[config.mk]
export PLATFORM = sky130hd
export DESIGN_NAME = thermistor_table_interpolator
export DESIGN_NICKNAME = d
export VERILOG_FILES = /design/src/rtl/tti_pkg.sv /design/src/rtl/thermistor_table_interpolator.sv
export SDC_FILE = /design/constraint.sdc
export NUM_CORES = 1
export LEC_CHECK = 0
export BUFFER_PORTS_ARGS = -buffer_cell sky130_fd_sc_hd__buf_2
export CAP_MARGIN = 0
export CORE_MARGIN = 3
export CORE_UTILIZATION = 55
export DETAILED_ROUTE_END_ITERATION = 16
export PLACE_DENSITY = 0.79
export SYNTH_ARGS = -nofsm -noshare
export SYNTH_HDL_FRONTEND = slang
export SYNTH_MEMORY_MAX_BITS = 65536
export SYNTH_SLANG_ARGS = --single-unit
[constraint.sdc]
create_clock -name clk -period 7.16 [get_ports clk]
set_input_delay 0.358 -clock clk [delete_from_list [all_inputs] [get_ports clk]]
set_output_delay 0.358 -clock clk [all_outputs]
set_load 0.05 [all_outputs]
[src/rtl/tti_pkg.sv]
// Package for the thermistor table interpolator: widths, FSM state type and
// the resistance/temperature ROM as constant functions. No dependencies.
package tti_pkg;

  localparam int RES_W    = 23;             // resistance, 0.1 ohm
  localparam int TEMP_W   = 15;             // temperature, 0.01 degC, signed
  localparam int DT_W     = 10;             // temperature step between rows
  localparam int NUM_W    = RES_W + DT_W;   // product of offset and step
  localparam int IDX_W    = 6;
  localparam int ROM_ROWS = 60;
  localparam int CNT_W    = 4;              // counts DT_W serial steps

  typedef enum logic [2:0] {
    ST_IDLE,
    ST_SEARCH,
    ST_MUL,
    ST_DIV,
    ST_DONE
  } tti_state_t;

  function automatic logic [RES_W-1:0] rom_res(input logic [IDX_W-1:0] idx);
    logic [RES_W-1:0] v;
    case (idx)
      6'd0:  v = 23'd6678280;
      6'd1:  v = 23'd3356710;
      6'd2:  v = 23'd1766830;
      6'd3:  v = 23'd969740;
      6'd4:  v = 23'd728950;
      6'd5:  v = 23'd552980;
      6'd6:  v = 23'd423140;
      6'd7:  v = 23'd326500;
      6'd8:  v = 23'd310300;
      6'd9:  v = 23'd295000;
      6'd10: v = 23'd280540;
      6'd11: v = 23'd266880;
      6'd12: v = 23'd253960;
      6'd13: v = 23'd241730;
      6'd14: v = 23'd230160;
      6'd15: v = 23'd219210;
      6'd16: v = 23'd208850;
      6'd17: v = 23'd199040;
      6'd18: v = 23'd189740;
      6'd19: v = 23'd180920;
      6'd20: v = 23'd172570;
      6'd21: v = 23'd164650;
      6'd22: v = 23'd157140;
      6'd23: v = 23'd150010;
      6'd24: v = 23'd143250;
      6'd25: v = 23'd136230;
      6'd26: v = 23'd130530;
      6'd27: v = 23'd124940;
      6'd28: v = 23'd119430;
      6'd29: v = 23'd114200;
      6'd30: v = 23'd109230;
      6'd31: v = 23'd104500;
      6'd32: v = 23'd100000;
      6'd33: v = 23'd95720;
      6'd34: v = 23'd91650;
      6'd35: v = 23'd87770;
      6'd36: v = 23'd84080;
      6'd37: v = 23'd80560;
      6'd38: v = 23'd65300;
      6'd39: v = 23'd53250;
      6'd40: v = 23'd43670;
      6'd41: v = 23'd36010;
      6'd42: v = 23'd29850;
      6'd43: v = 23'd24870;
      6'd44: v = 23'd20820;
      6'd45: v = 23'd17510;
      6'd46: v = 23'd14800;
      6'd47: v = 23'd12560;
      6'd48: v = 23'd10700;
      6'd49: v = 23'd9161;
      6'd50: v = 23'd7870;
      6'd51: v = 23'd6786;
      6'd52: v = 23'd5873;
      6'd53: v = 23'd5101;
      6'd54: v = 23'd4445;
      6'd55: v = 23'd3886;
      6'd56: v = 23'd3408;
      6'd57: v = 23'd3000;
      6'd58: v = 23'd2341;
      6'd59: v = 23'd1848;
      default: v = '0;
    endcase
    return v;
  endfunction

  function automatic logic signed [TEMP_W-1:0] rom_temp(input logic [IDX_W-1:0] idx);
    logic signed [TEMP_W-1:0] v;
    case (idx)
      6'd0:  v = -15'sd5000;
      6'd1:  v = -15'sd4000;
      6'd2:  v = -15'sd3000;
      6'd3:  v = -15'sd2000;
      6'd4:  v = -15'sd1500;
      6'd5:  v = -15'sd1000;
      6'd6:  v = -15'sd500;
      6'd7:  v = 15'sd0;
      6'd8:  v = 15'sd100;
      6'd9:  v = 15'sd200;
      6'd10: v = 15'sd300;
      6'd11: v = 15'sd400;
      6'd12: v = 15'sd500;
      6'd13: v = 15'sd600;
      6'd14: v = 15'sd700;
      6'd15: v = 15'sd800;
      6'd16: v = 15'sd900;
      6'd17: v = 15'sd1000;
      6'd18: v = 15'sd1100;
      6'd19: v = 15'sd1200;
      6'd20: v = 15'sd1300;
      6'd21: v = 15'sd1400;
      6'd22: v = 15'sd1500;
      6'd23: v = 15'sd1600;
      6'd24: v = 15'sd1700;
      6'd25: v = 15'sd1800;
      6'd26: v = 15'sd1900;
      6'd27: v = 15'sd2000;
      6'd28: v = 15'sd2100;
      6'd29: v = 15'sd2200;
      6'd30: v = 15'sd2300;
      6'd31: v = 15'sd2400;
      6'd32: v = 15'sd2500;
      6'd33: v = 15'sd2600;
      6'd34: v = 15'sd2700;
      6'd35: v = 15'sd2800;
      6'd36: v = 15'sd2900;
      6'd37: v = 15'sd3000;
      6'd38: v = 15'sd3500;
      6'd39: v = 15'sd4000;
      6'd40: v = 15'sd4500;
      6'd41: v = 15'sd5000;
      6'd42: v = 15'sd5500;
      6'd43: v = 15'sd6000;
      6'd44: v = 15'sd6500;
      6'd45: v = 15'sd7000;
      6'd46: v = 15'sd7500;
      6'd47: v = 15'sd8000;
      6'd48: v = 15'sd8500;
      6'd49: v = 15'sd9000;
      6'd50: v = 15'sd9500;
      6'd51: v = 15'sd10000;
      6'd52: v = 15'sd10500;
      6'd53: v = 15'sd11000;
      6'd54: v = 15'sd11500;
      6'd55: v = 15'sd12000;
      6'd56: v = 15'sd12500;
      6'd57: v = 15'sd13000;
      6'd58: v = 15'sd14000;
      6'd59: v = 15'sd15000;
      default: v = '0;
    endcase
    return v;
  endfunction

endpackage

[src/rtl/thermistor_table_interpolator.sv]
// Thermistor resistance to temperature converter, piecewise linear over a ROM table.
// Depends on tti_pkg (widths, state type, ROM functions).
//
// Takes one resistance (0.1 ohm) at a time and returns one temperature (0.01 degC)
// with an out-of-range flag. The table is searched one row per cycle, then the
// interpolation product is built by a shift-add multiplier one step-bit per cycle
// and divided by a restoring divider one quotient bit per cycle. An out-of-range
// item skips the search and the arithmetic and goes straight to the result.
// in_ready is high while no item is in flight; a finished result waits in the
// output register without blocking the next acceptance.
module thermistor_table_interpolator #(
  parameter int TABLE_ENTRIES = 60
) (
  input  logic                                clk,
  input  logic                                rst_n,
  input  logic                                in_valid,
  output logic                                in_ready,
  input  logic [tti_pkg::RES_W-1:0]           in_resistance_tenths,
  output logic                                out_valid,
  input  logic                                out_ready,
  output logic signed [tti_pkg::TEMP_W-1:0]   out_temperature_centi,
  output logic                                out_out_of_range
);
  import tti_pkg::*;

  localparam int ROWS_HI = (TABLE_ENTRIES > ROM_ROWS) ? ROM_ROWS : TABLE_ENTRIES;
  localparam int ROWS    = (ROWS_HI < 2) ? 2 : ROWS_HI;
  localparam logic [IDX_W-1:0] LAST = IDX_W'(ROWS - 1);

  tti_state_t state_r, state_nxt;

  logic [RES_W-1:0]         r_r,     r_nxt;
  logic [IDX_W-1:0]         idx_r,   idx_nxt;
  logic [CNT_W-1:0]         cnt_r,   cnt_nxt;
  logic [RES_W-1:0]         den_r,   den_nxt;
  logic [DT_W-1:0]          mplr_r,  mplr_nxt;
  logic [NUM_W-1:0]         sh_r,    sh_nxt;
  logic [NUM_W-1:0]         acc_r,   acc_nxt;
  logic [DT_W-1:0]          q_r,     q_nxt;
  logic signed [TEMP_W-1:0] base_r,  base_nxt;
  logic                     oor_r,   oor_nxt;
  logic                     ovld_r,  ovld_nxt;
  logic signed [TEMP_W-1:0] otemp_r, otemp_nxt;
  logic                     ooor_r,  ooor_nxt;

  logic                     accept;
  logic                     in_oor;
  logic                     hit;
  logic                     cnt_done;
  logic                     out_free;
  logic [RES_W-1:0]         res_cur;
  logic [RES_W-1:0]         res_prev;
  logic signed [TEMP_W-1:0] temp_cur;
  logic signed [TEMP_W-1:0] temp_prev;
  logic signed [TEMP_W-1:0] temp_step;
  logic                     div_ge;

  assign accept   = in_valid && in_ready;
  assign in_oor   = (in_resistance_tenths > rom_res('0)) ||
                    (in_resistance_tenths < rom_res(LAST));
  assign res_cur  = rom_res(idx_r);
  assign res_prev = rom_res(idx_r - 1'b1);
  assign temp_cur  = rom_temp(idx_r);
  assign temp_prev = rom_temp(idx_r - 1'b1);
  assign temp_step = temp_cur - temp_prev;
  assign hit      = r_r > res_cur;
  assign cnt_done = (cnt_r == '0);
  assign out_free = !ovld_r || out_ready;
  assign div_ge   = (acc_r >= sh_r);

  // Next state
  always_comb begin
    state_nxt = state_r;
    case (state_r)
      ST_IDLE: begin
        if (accept) begin
          state_nxt = in_oor ? ST_DONE : ST_SEARCH;
        end
      end
      ST_SEARCH: begin
        if (hit) begin
          state_nxt = ST_MUL;
        end else if (idx_r == LAST) begin
          state_nxt = ST_DONE;
        end
      end
      ST_MUL: begin
        if (cnt_done) begin
          state_nxt = ST_DIV;
        end
      end
      ST_DIV: begin
        if (cnt_done) begin
          state_nxt = ST_DONE;
        end
      end
      ST_DONE: begin
        if (out_free) begin
          state_nxt = ST_IDLE;
        end
      end
      default: state_nxt = ST_IDLE;
    endcase
  end

  // Handshake outputs
  always_comb begin
    in_ready = 1'b0;
    case (state_r)
      ST_IDLE: in_ready = 1'b1;
      default: in_ready = 1'b0;
    endcase
  end

  // Datapath
  always_comb begin
    r_nxt     = r_r;
    idx_nxt   = idx_r;
    cnt_nxt   = cnt_r;
    den_nxt   = den_r;
    mplr_nxt  = mplr_r;
    sh_nxt    = sh_r;
    acc_nxt   = acc_r;
    q_nxt     = q_r;
    base_nxt  = base_r;
    oor_nxt   = oor_r;
    ovld_nxt  = ovld_r && !out_ready;
    otemp_nxt = otemp_r;
    ooor_nxt  = ooor_r;
    case (state_r)
      ST_IDLE: begin
        if (accept) begin
          r_nxt    = in_resistance_tenths;
          idx_nxt  = IDX_W'(1);
          oor_nxt  = in_oor;
          base_nxt = '0;
          q_nxt    = '0;
        end
      end
      ST_SEARCH: begin
        if (hit) begin
          acc_nxt  = '0;
          sh_nxt   = NUM_W'(r_r - res_cur);
          mplr_nxt = DT_W'(temp_step);
          den_nxt  = res_prev - res_cur;
          base_nxt = temp_cur;
          cnt_nxt  = CNT_W'(DT_W - 1);
        end else if (idx_r == LAST) begin
          // input equals the last row: its temperature, no correction
          base_nxt = temp_cur;
        end else begin
          idx_nxt = idx_r + 1'b1;
        end
      end
      ST_MUL: begin
        if (mplr_r[0]) begin
          acc_nxt = acc_r + sh_r;
        end
        mplr_nxt = mplr_r >> 1;
        sh_nxt   = sh_r << 1;
        cnt_nxt  = cnt_r - 1'b1;
        if (cnt_done) begin
          // load the divisor aligned to the top quotient bit
          sh_nxt  = NUM_W'(den_r) << (DT_W - 1);
          cnt_nxt = CNT_W'(DT_W - 1);
        end
      end
      ST_DIV: begin
        if (div_ge) begin
          acc_nxt = acc_r - sh_r;
        end
        q_nxt   = {q_r[DT_W-2:0], div_ge};
        sh_nxt  = sh_r >> 1;
        cnt_nxt = cnt_r - 1'b1;
      end
      ST_DONE: begin
        if (out_free) begin
          ovld_nxt  = 1'b1;
          otemp_nxt = base_r - $signed({{(TEMP_W - DT_W){1'b0}}, q_r});
          ooor_nxt  = oor_r;
        end
      end
      default: ;
    endcase
  end

  always_ff @(posedge clk) begin
    if (!rst_n) begin
      state_r <= ST_IDLE;
      ovld_r  <= 1'b0;
    end else begin
      state_r <= state_nxt;
      ovld_r  <= ovld_nxt;
    end
  end

  always_ff @(posedge clk) begin
    r_r     <= r_nxt;
    idx_r   <= idx_nxt;
    cnt_r   <= cnt_nxt;
    den_r   <= den_nxt;
    mplr_r  <= mplr_nxt;
    sh_r    <= sh_nxt;
    acc_r   <= acc_nxt;
    q_r     <= q_nxt;
    base_r  <= base_nxt;
    oor_r   <= oor_nxt;
    otemp_r <= otemp_nxt;
    ooor_r  <= ooor_nxt;
  end

  assign out_valid             = ovld_r;
  assign out_temperature_centi = otemp_r;
  assign out_out_of_range      = ooor_r;

  a_accept_leaves_idle: assert property (@(posedge clk) disable iff (!rst_n)
    accept |=> state_r != ST_IDLE)
    else $error("accepted transaction did not start processing");

  a_div_bound: assert property (@(posedge clk) disable iff (!rst_n)
    state_r == ST_DIV |-> {1'b0, acc_r} < {sh_r, 1'b0})
    else $error("partial remainder exceeds divider range");

  a_oor_zero: assert property (@(posedge clk) disable iff (!rst_n)
    out_valid && out_out_of_range |-> out_temperature_centi == '0)
    else $error("out-of-range result carries nonzero temperature");

  a_temp_span: assert property (@(posedge clk) disable iff (!rst_n)
    out_valid && !out_out_of_range |->
      (out_temperature_centi >= -15'sd5000) && (out_temperature_centi <= 15'sd15000))
    else $error("interpolated temperature outside table span");

endmodule
* Yosys cells after proc, flatten, opt, wreduce, memory -nomap -nowiden
Memories as Yosys holds them, arrays and structs flattened. A register that Yosys moved wholly into a read port is not among the register bits.
Cells that the tools add are included.
** Word-level totals
- Bits in registers :: 178
- Latch bits :: 0
- RAM bits :: 0
- Memory bits (read-only) :: 4608
- Bits of input ports :: 27
- Output and inout bits :: 18
- Logic and storage cells :: 103
- Memories :: 4
** Memory list
- (no name shown) :: depth 64, width 23, read ports 1, clocked after Yosys merged registers in 0, wr ports 0, line tti_pkg.sv:23 : case (idx)
- (no name shown) :: depth 64, width 23, read ports 1, clocked after Yosys merged registers in 1, wr ports 0, line tti_pkg.sv:23
- (no name shown) :: depth 64, width 13, read ports 1, clocked after Yosys merged registers in 0, wr ports 0, line tti_pkg.sv:91 : case (idx)
- (no name shown) :: depth 64, width 13, read ports 1, clocked after Yosys merged registers in 1, wr ports 0, line tti_pkg.sv:91
** Operators by class
- $add $sub $neg :: 9
- $mul :: 0
- Div/mod/pow operators :: 0
- Order comparisons :: 4
- Eq/ne operators :: 15
- Shifts and indexed selects :: 0
- Muxes and demuxes :: 35
- Bitwise logic cells :: 0
- Reductions and logical operators :: 22
** Operators with widths (number)
- $pmux 33 s3 :: 2
- $mux 33 :: 5
- $mux 15 :: 3
- $pmux 10 s2 :: 2
- $add 33x33->33 :: 1
- $ge 33x33->1 :: 1
- $sub 33x33->33 :: 1
- $mux 6 :: 5
- $pmux 15 s2 :: 1
- $sub 23x23->24 :: 1
- $gt 23x23->1 :: 1
- $gt 23x23->1 const B :: 1
- $lt 23x11->1 const B :: 1
- $sub 23x23->23 :: 1
- $mux 3 :: 7
- $mux 10 :: 2
- $ne 2x2->1 const B :: 9
- $pmux 3 s5 :: 1
- $sub 15x11->15 :: 1
- $pmux 4 s3 :: 1
- $pmux 6 s2 :: 1
- $reduce_and 2->1 :: 6
- $sub 10x10->10 :: 1
- $mux 4 :: 2
- 19 further kinds :: 28

* Depth between registers and ports, before layout
Gate-level depths: netlist (run 1).
- Word-level depth :: 6
- Gate-level depth with buffers :: 27
- Gate-level depth less buffers :: 22

* Least setup slack after synthesis (run 1)
No wires, ideal clock.
- Path kind :: register to register
- Start :: register idx_r[0]
- End :: register den_r[22] (data pin)
- Setup time :: 136 ps
- Arrival time :: 5867 ps
- Required time :: 7024 ps
- Path slack :: 1157 ps
- Stages on the path, launching flop included :: 28
- Path buffers :: 5
- Period minus slack after synthesis :: 6003 ps
- Path through :: edfxtp_1 clkbuf_1 inv_1 clkbuf_1 ha_1 clkbuf_1 inv_1 ha_1 inv_1 buf_1 clkbuf_1 ha_1 o21ai_0 nand2_1 a21oi_1 o31ai_1 nand3_1 o21ai_0 ha_1 a21oi_1 nor2b_1 o21a_1 o211ai_1 a31oi_1 o211ai_1 a31oi_1 or4_1 nand3_1
** On the way
- Cells in the longest elaborated chain, start to end :: 3
** RTL lines
- start, declared :: line thermistor_table_interpolator.sv:33 : logic [IDX_W-1:0] idx_r, idx_nxt;
- start signal, assigned :: line thermistor_table_interpolator.sv:199 : idx_r <= idx_nxt;
- $sub 6x1->6 :: line thermistor_table_interpolator.sv:62 : assign res_prev = rom_res(idx_r - 1'b1);
- $mem_v2 64x23
- $sub 23x23->23 :: line thermistor_table_interpolator.sv:145 : den_nxt = res_prev - res_cur;
- end signal, assigned :: line thermistor_table_interpolator.sv:201 : den_r <= den_nxt;
- end, declared :: line thermistor_table_interpolator.sv:35 : logic [RES_W-1:0] den_r, den_nxt;
No other way between the ends.
A chain may end at the register's enable or synchronous reset.

* Worst setup path in the final report (run 1)
- Start :: register idx_r[0]
- End :: register den_r[21] (data pin)
The elaborated chain is that of the path after synthesis.

==> metrics.md, run 1 <==
| Metric | Value |
|---|---|
| Avg Synthesized Cell Area | ~8.2 µm² |
| Worst setup timing slack at the placement stage | 1.86 ns |
| Sequential cell area | 5970 µm² |
| Max-slew headroom | 32.6% |
| Number of global-route vias before repair | between 15000 and 20000 |
| DR DRC count | 0 |
| Count of H-tree levels built during CTS | 1 |
| Async set or reset register ratio after synthesis | 0% |
| Top flip-flop cell by instance count after synthesis | edfxtp_1 |
| CTS tree | yes |
| Wire length of the first global-routing pass | 98900 µm |
| Number of hold-slack violations in the final timing report | 0 |
| Pre-Repair DR Iteration Count | 7 |
| Filler Cells Inserted | 2965 |
| Cell count after synthesis | around 2300 |
| Final Max Slew Viols | 0 |
| Number of library cell types mapped by synthesis | 88 |
| Total I/O pin count | 45 |
| Total Neg Setup Slack | 0 ns |
| RSZ-0062 raised after global routing | false |
| DP Cell Count | 2700 |
| Remaining global-route overflow | 0 |
| Seq/Total Area, Yosys | 31.5% |
| Total number of vias | 18438 |
| Top area cells in the synthesized netlist | edfxtp_1 27%, ha_1 11%, a21oi_1 6.1% |
| CP startpoint kind | flop |
| Min Tclk post-route | 5.56 ns |
| Endpoint kind of the worst setup timing path | flop |
| Leading post-synthesis cells by instance count | 230 x a21oi_1, 229 x nand2_1, 224 x nor2_1 |
| Most common cell in the netlist | a21oi_1 |
| Worst reg2reg startpoint | idx_r[0] |
| Sink Count | 212 |
| Origin of the worst min-delay path | in_resistance_tenths[4] |
| Library cell occupying the most area in the post-synthesis netlist | edfxtp_1 |
| Growth of design area from synthesis to finish | 7.39% |
| Post-route clock period utilization | 77.7% |
| Final net count | ~2500 |
| Proportion of netlist area held by the largest area contributor | 27.3% |
| Clk_lat worst skew | between 0.5 and 0.6 ns |
| Synth warn | 0 |
| Critical path type | reg2reg |
| HPWL after detailed placement | 47100 µm |
| Via density per instance | 6.71 |
| Total nets after synthesis | between 2000 and 3000 |
| Global-route total usage across every layer | 34.1% |
| Number of clock buffers inserted by TritonCTS | 25 |
| Gpl congestion | 1.03 |
| Top achievable clock speed | 0.180 GHz |
| Clock-pin slew on the worst setup and hold paths | 0.07 ns |
| Worst-case hold slack | between 0.03 and 0.04 ns |
| MaxCap Viol Count | 0 |
| Post-layout worst setup margin | 1.60 ns |
| Critical Path AT | 5.85 ns |
| Initial antenna violation count | 1 |
| Number of buffers on the longest clock path | 3 |
| Result of the run | finished clean |
| Post-Layout Cell Count | 2747 |
| Layout cells sized above 1 | 7.75% |
| Height of the chip | 191 µm |
| Wire length per cell | 23.2 µm |
| Initial standard-cell utilization of the core | 56.2% |
| Number of enable-type register cells in the synthesized netlist | 172 |
| Die outline width | 191 µm |
| Std-Cell Core Area | roughly 34000 µm² |
| Final Skew | around 0.029 ns |
| Combined area of the multi-input logic cells | approximately 12000 µm² |
| Cell area after synthesis | 18900 µm² |
| Final setup violation count | 0 |
| Post-CTS Setup Inserts | 0 |
| Violation count after the first detailed-route iteration | 2232 |
| Data required time of the worst path | roughly 7.5 ns |
| Routed wire length | between 60000 and 70000 µm |
| Port Buffer Count | 44 |
| Cell row count | 67 |
| Pin count of the biggest net entering global routing | 63 |
| Hold Crit Class | in2reg |
| Largest fanout of any net on the critical path | 15 |
| Die outline area | around 37000 µm² |
| Root buf cell | clkbuf_16 |
| Number of nets with antenna violations after detailed routing | 0 |
| Flops & latches, synth | roughly 210 |
| Worst Tran Pin Value | 1.01 ns |
| Timing startpoint of the critical path | idx_r[0] |
kinds of logic after synthesis:
group,count (synthesis),synth area share [%]
muxes,19,1.08
adders and majority gates,170,11.5
buffers and inverters,293,6.25
xor gates and xnor gates,92,4.26
and+or+nand+nor,717,17.3
DFF,212,31.5
AOI/OAI and AO/OA,814,28.1
what timing repair did:
action | CTS | global route
gates resized for setup | 0 | 0
endpoints found under the hold margin | 1 | 0
hold buffers | 1 | 0
area by class of cell:
cell class	instances	area share, %
diodes	1	0.0123
clock buffers	27	3.16
clock inverters	18	0.942
inverters	141	2.63
multi-input cells	1812	58.3
flip-flops and latches	212	29.4
well taps	448	2.76
repair buffers	88	2.78
sequential cells by signal, indices dropped and copies added (netlist names), 3 cells and up:
signal                 flops
temp_cur                  13
base_r                    13
state_r                    3
out_temperature_centi     15
cnt_r                      4
sh_r                      33
mplr_r                    10
den_r                     23
res_cur                   23
idx_r                      6
acc_r                     33
r_r                       23
q_r                       10
cell usage in the layout (no fill, tap or decap), types with 11 or more instances in the layout:
cell type / instances
o31ai_1: 18
xnor2_1: 62
nor2_1: 223
nor4_1: 16
a21oi_1: 230
a311oi_1: 12
o21bai_1: 22
nand3_1: 53
inv_1: 137
edfxtp_1: 172
a211oi_1: 53
and2_1: 22
o21a_1: 19
clkbuf_16: 25
o211ai_1: 42
or3_1: 12
o22ai_1: 11
nand2b_1: 21
and3_1: 17
nand4_1: 14
buf_4: 42
nor2b_1: 17
o21ai_0: 169
ha_1: 163
xor2_1: 24
nor3_1: 55
nand2_1: 229
a31oi_1: 27
dfxtp_1: 39
a221oi_1: 12
mux2i_1: 14
buf_2: 44
o311ai_0: 16
a21o_1: 49
per-layer routing:
layer / vias to the layer above / track usage (%) / wire length (µm) / share of wire (%)
li1: 8478 / - / - / -
met1: 8720 / 45.6 / 25700 / 40
met2: 1046 / 54.2 / 28900 / 45
met3: 194 / 5.91 / 5930 / 9.3
met4: 0 / 14.9 / 3190 / 5.0
met5: - / 0 / 0 / 0
per-stage QoR:
stage,cell area (µm²),utilization [%]
2_1_floorplan,18900,-
6_report,20300,60.3
3_3_place_gp,19500,57.8
3_5_place_dp,19500,57.8
5_1_grt,20300,60.3
4_1_cts,20300,60.3
final timing paths:
kind                                          to  cells after the start  slack, ns
worst max-delay path                   den_r[21]                     23       1.60
worst min register to register  out_out_of_range                      0       0.47
worst min-delay path                      r_r[4]                      1       0.03
worst max register to register         den_r[21]                     23       1.60
worst max-delay path: stages, from the launching register on:
cell and delay (ns):
edfxtp_1 0.70, inv_1 0.13, ha_1 0.24, inv_1 0.19, ha_1 0.28, inv_1 0.34, buf_4 0.28, nor2_1 0.10
nand2_1 0.06, o221ai_1 0.11, a21oi_1 0.19, nor2_1 0.05, a21oi_1 0.38, ha_1 0.19, nor2b_1 0.12, o21ai_0 0.12
a21boi_0 0.26, o21ai_0 0.17, a211oi_1 0.33, nor2_1 0.13, o311ai_0 0.48, a31o_2 0.24, a21oi_1 0.07, xnor2_1 0.12
Power of run 1 is not shown: default switching activity piles up to over one toggle a cycle in this logic, so the estimate is an artifact.
==> run 2: changes to the inputs <==
==> constraint.sdc (replaced) <==
create_clock -name clk -period 5.7 [get_ports clk]
set_input_delay 0.285 -clock clk [delete_from_list [all_inputs] [get_ports clk]]
set_output_delay 0.285 -clock clk [all_outputs]
set_load 0.05 [all_outputs]
==> run 2 against run 1 <==
Compared with the run above:
- first-iteration DRC count fell by 4.8%
- global-route usage up 0.87 points
- flip-flop and latch count unchanged
- worst setup slack got worse by 1.2 ns
- worst hold slack better by 0.016 ns
- count of clock-buffer cells in the layout up 4
==> metrics.md, run 2 (same netlist as run 1, synthesis figures left out) <==
| Metric | Value |
|---|---|
| Wire length per cell | 23.5 µm (was 23.2 µm) |
| Non-Filler Cell Area, Final | 20500 µm² (was 20300 µm²) |
| Std-Cell Core Area | 33700 µm² (unchanged) |
| Final setup violation count | 0 (unchanged) |
| Via density per instance | 6.68 (was 6.71) |
| Growth of design area from synthesis to finish | 8.56% (was 7.39%) |
| Final Max Slew Viols | 0 (unchanged) |
| Top achievable clock speed | 0.190 GHz (was 0.180 GHz) |
| Total I/O pin count | 45 (unchanged) |
| Most common library cell in the layout ignoring fill and taps | a21oi_1 (unchanged) |
| Layout cells sized above 1 | 8.42% (was 7.75%) |
| CTS tree | yes (unchanged) |
| Global-route total usage across every layer | 34.9% (was 34.1%) |
| Cells on worst reg2reg path | 16 (was 23) |
| Post-route clock period utilization | 92.3% (was 77.7%) |
| Final Skew | 0.0278 ns (was 0.0292 ns) |
| Height of the chip | 191 µm (unchanged) |
| Port Buffer Count | 44 (unchanged) |
| Number of global-route vias before repair | 17382 (was 17119) |
| Violation count after the first detailed-route iteration | 2125 (was 2232) |
| MaxCap Viol Count | 0 (unchanged) |
| Result of the run | finished clean (unchanged) |
| Initial antenna violation count | 0 (was 1) |
| Routed wl met3 | 5660 µm (was 5930 µm) |
| Worst hold stages | 1 (unchanged) |
| Die outline area | 36700 µm² (unchanged) |
| End point of the worst hold path | r_r[21] (was r_r[4]) |
| Number of clock buffers inserted by TritonCTS | 25 (unchanged) |
| Die outline width | 191 µm (unchanged) |
| CP startpoint kind | flop (unchanged) |
| Clock-pin slew on the worst setup and hold paths | 0.05 ns (was 0.07 ns) |
| Routed wire length | 65300 µm (was 63800 µm) |
| Remaining global-route overflow | 0 (unchanged) |
| Pre-Repair DR Iteration Count | 6 (was 7) |
| Routed metal-1 wire length | 26600 µm (was 25700 µm) |
| Largest registers in the final layout | acc_r x33, sh_r x33 (unchanged) |
| Count of H-tree levels built during CTS | 1 (unchanged) |
| Critical Path AT | 5.54 ns (was 5.85 ns) |
| RSZ-0062 raised after global routing | false (unchanged) |
| Wire length of the first global-routing pass | 101000 µm (was 98900 µm) |
| HPWL after detailed placement | 48600 µm (was 47100 µm) |
| DR DRC count | 0 (unchanged) |
| Min Tclk post-route | 5.26 ns (was 5.56 ns) |
| Number of antenna cells inserted | 0 (was 1) |
| Critical path type | reg2reg (unchanged) |
| Total Neg Setup Slack | 0 ns (unchanged) |
| Commonest non-fill, non-tap cells in the layout | 230 x a21oi_1, 229 x nand2_1, 223 x nor2_1, 172 x edfxtp_1, 169 x o21ai_0 (unchanged) |
| Timing startpoint of the critical path | idx_r[0] (unchanged) |
| Uppermost metal layer occupied by signal nets | met4 (unchanged) |
| Pin count of the biggest net entering global routing | 74 (was 63) |
| Number of nets with antenna violations after detailed routing | 0 (unchanged) |
| Max-slew headroom | 33.3% (was 32.6%) |
| Sink Count | 212 (unchanged) |
| PostCTS Resize Cnt | 0 (unchanged) |
| Post-CTS Setup Inserts | 0 (unchanged) |
| Worst Tran Pin Value | 0.996 ns (was 1.01 ns) |
| Hold Crit Class | in2reg (unchanged) |
| Endpoint of the worst-slack reg-to-reg timing path | den_r[21] (unchanged) |
| Root buf cell | clkbuf_16 (unchanged) |
| Endpoint kind of the worst setup timing path | flop (unchanged) |
| Placement Cell Area | 19600 µm² (was 19500 µm²) |
| Worst reg2reg startpoint | idx_r[0] (unchanged) |
| Largest fanout of any net on the critical path | 36 (was 15) |
| Data required time of the worst path | 5.98 ns (was 7.45 ns) |
| Clk_lat worst skew | 0.54 ns (was 0.56 ns) |
| Cell row count | 67 (unchanged) |
| Gpl congestion | 0.997 (was 1.03) |
| Total number of vias | 18536 (was 18438) |
| Number of hold-slack violations in the final timing report | 0 (unchanged) |
| Number of buffers on the longest clock path | 3 (unchanged) |
| Sum of met2 wire segment lengths after detailed routing | 30200 µm (was 28900 µm) |
| Slack of the worst reg-to-reg path | 0.44 ns (was 1.60 ns) |
| Origin of the worst min-delay path | in_resistance_tenths[21] (was in_resistance_tenths[4]) |
| Final net count | 2506 (was 2477) |
| Initial standard-cell utilization of the core | 56.2% (unchanged) |
run 2: cell count changes in the layout (fill, tap and decap cells not counted), moves of 2 or more:
| cell | before | now |
|---|---|---|
| buf_4 | 42 | 61 |
| dlygate4sd3_1 | 1 | 11 |
| clkbuf_1 | 1 | 4 |
| clkinv_1 | 7 | 4 |
| clkinv_2 | 2 | 4 |
| clkinvlp_4 | 3 | 1 |
run 2: metrics by stage:
step / utilization (%) / std cells / hold WS [ns] / setup WS, ns
final: 61.0 / 2775 / 0.0469 / 0.439
after global routing: 61.0 / 2775 / 0.0162 / 0.162
after CTS: 61.0 / 2775 / 0.0126 / 0.603
after detailed placement: 58.2 / 2719 / 0.436 / 0.595
after global placement: 58.2 / 2719 / 0.460 / 0.822
after floorplan: - / 2317 / 0.384 / 0.0466
run 2: layout make-up:
type                            instances  area [µm²]
Multi-Input combinational cell       1812       11800
Tap cell                              448         561
Inverter                              141         534
Fill cell                            2925       13200
Sequential cell                       212        5970
Clock inverter                         14         155
Timing Repair Buffer                  117         808
Clock buffer                           31         668
run 2: worst max-delay path by stage:
stage | to | slack (ns) | depth (start not counted)
floorplan | den_r[22] | 0.05 | 27
global placement | den_r[17] | 0.82 | 17
detailed placement | den_r[21] | 0.59 | 20
CTS | den_r[21] | 0.60 | 20
global route | den_r[17] | 0.16 | 15
finish | den_r[21] | 0.44 | 16
run 2: layer usage:
layer	GRT usage, %	vias up
met1	46.9	8789
li1	-	8514
met5	0	-
met2	57.2	1060
met4	13.4	0
met3	5.10	173
run 2: what timing repair did:
action	in CTS	in global routing
endpoints found under the hold margin	11	0
hold buffers	11	0
setup endpoints to repair	0	0
run 2: worst max-delay path, cell delays in order (launching register included):
cell and delay (ns):
edfxtp_1 0.38, buf_4 0.30, nor3_1 0.62, xor2_2 0.20, buf_4 0.30, nor2_1 0.55
nand2_1 0.32, o221ai_1 0.40, ha_1 0.28, or3_1 0.11, o21ai_0 0.11, a211oi_1 0.35
nor2_1 0.14, o311ai_0 0.49, a31o_2 0.24, a21oi_1 0.07, xnor2_1 0.13
Power of run 2 is left out for the same reason.
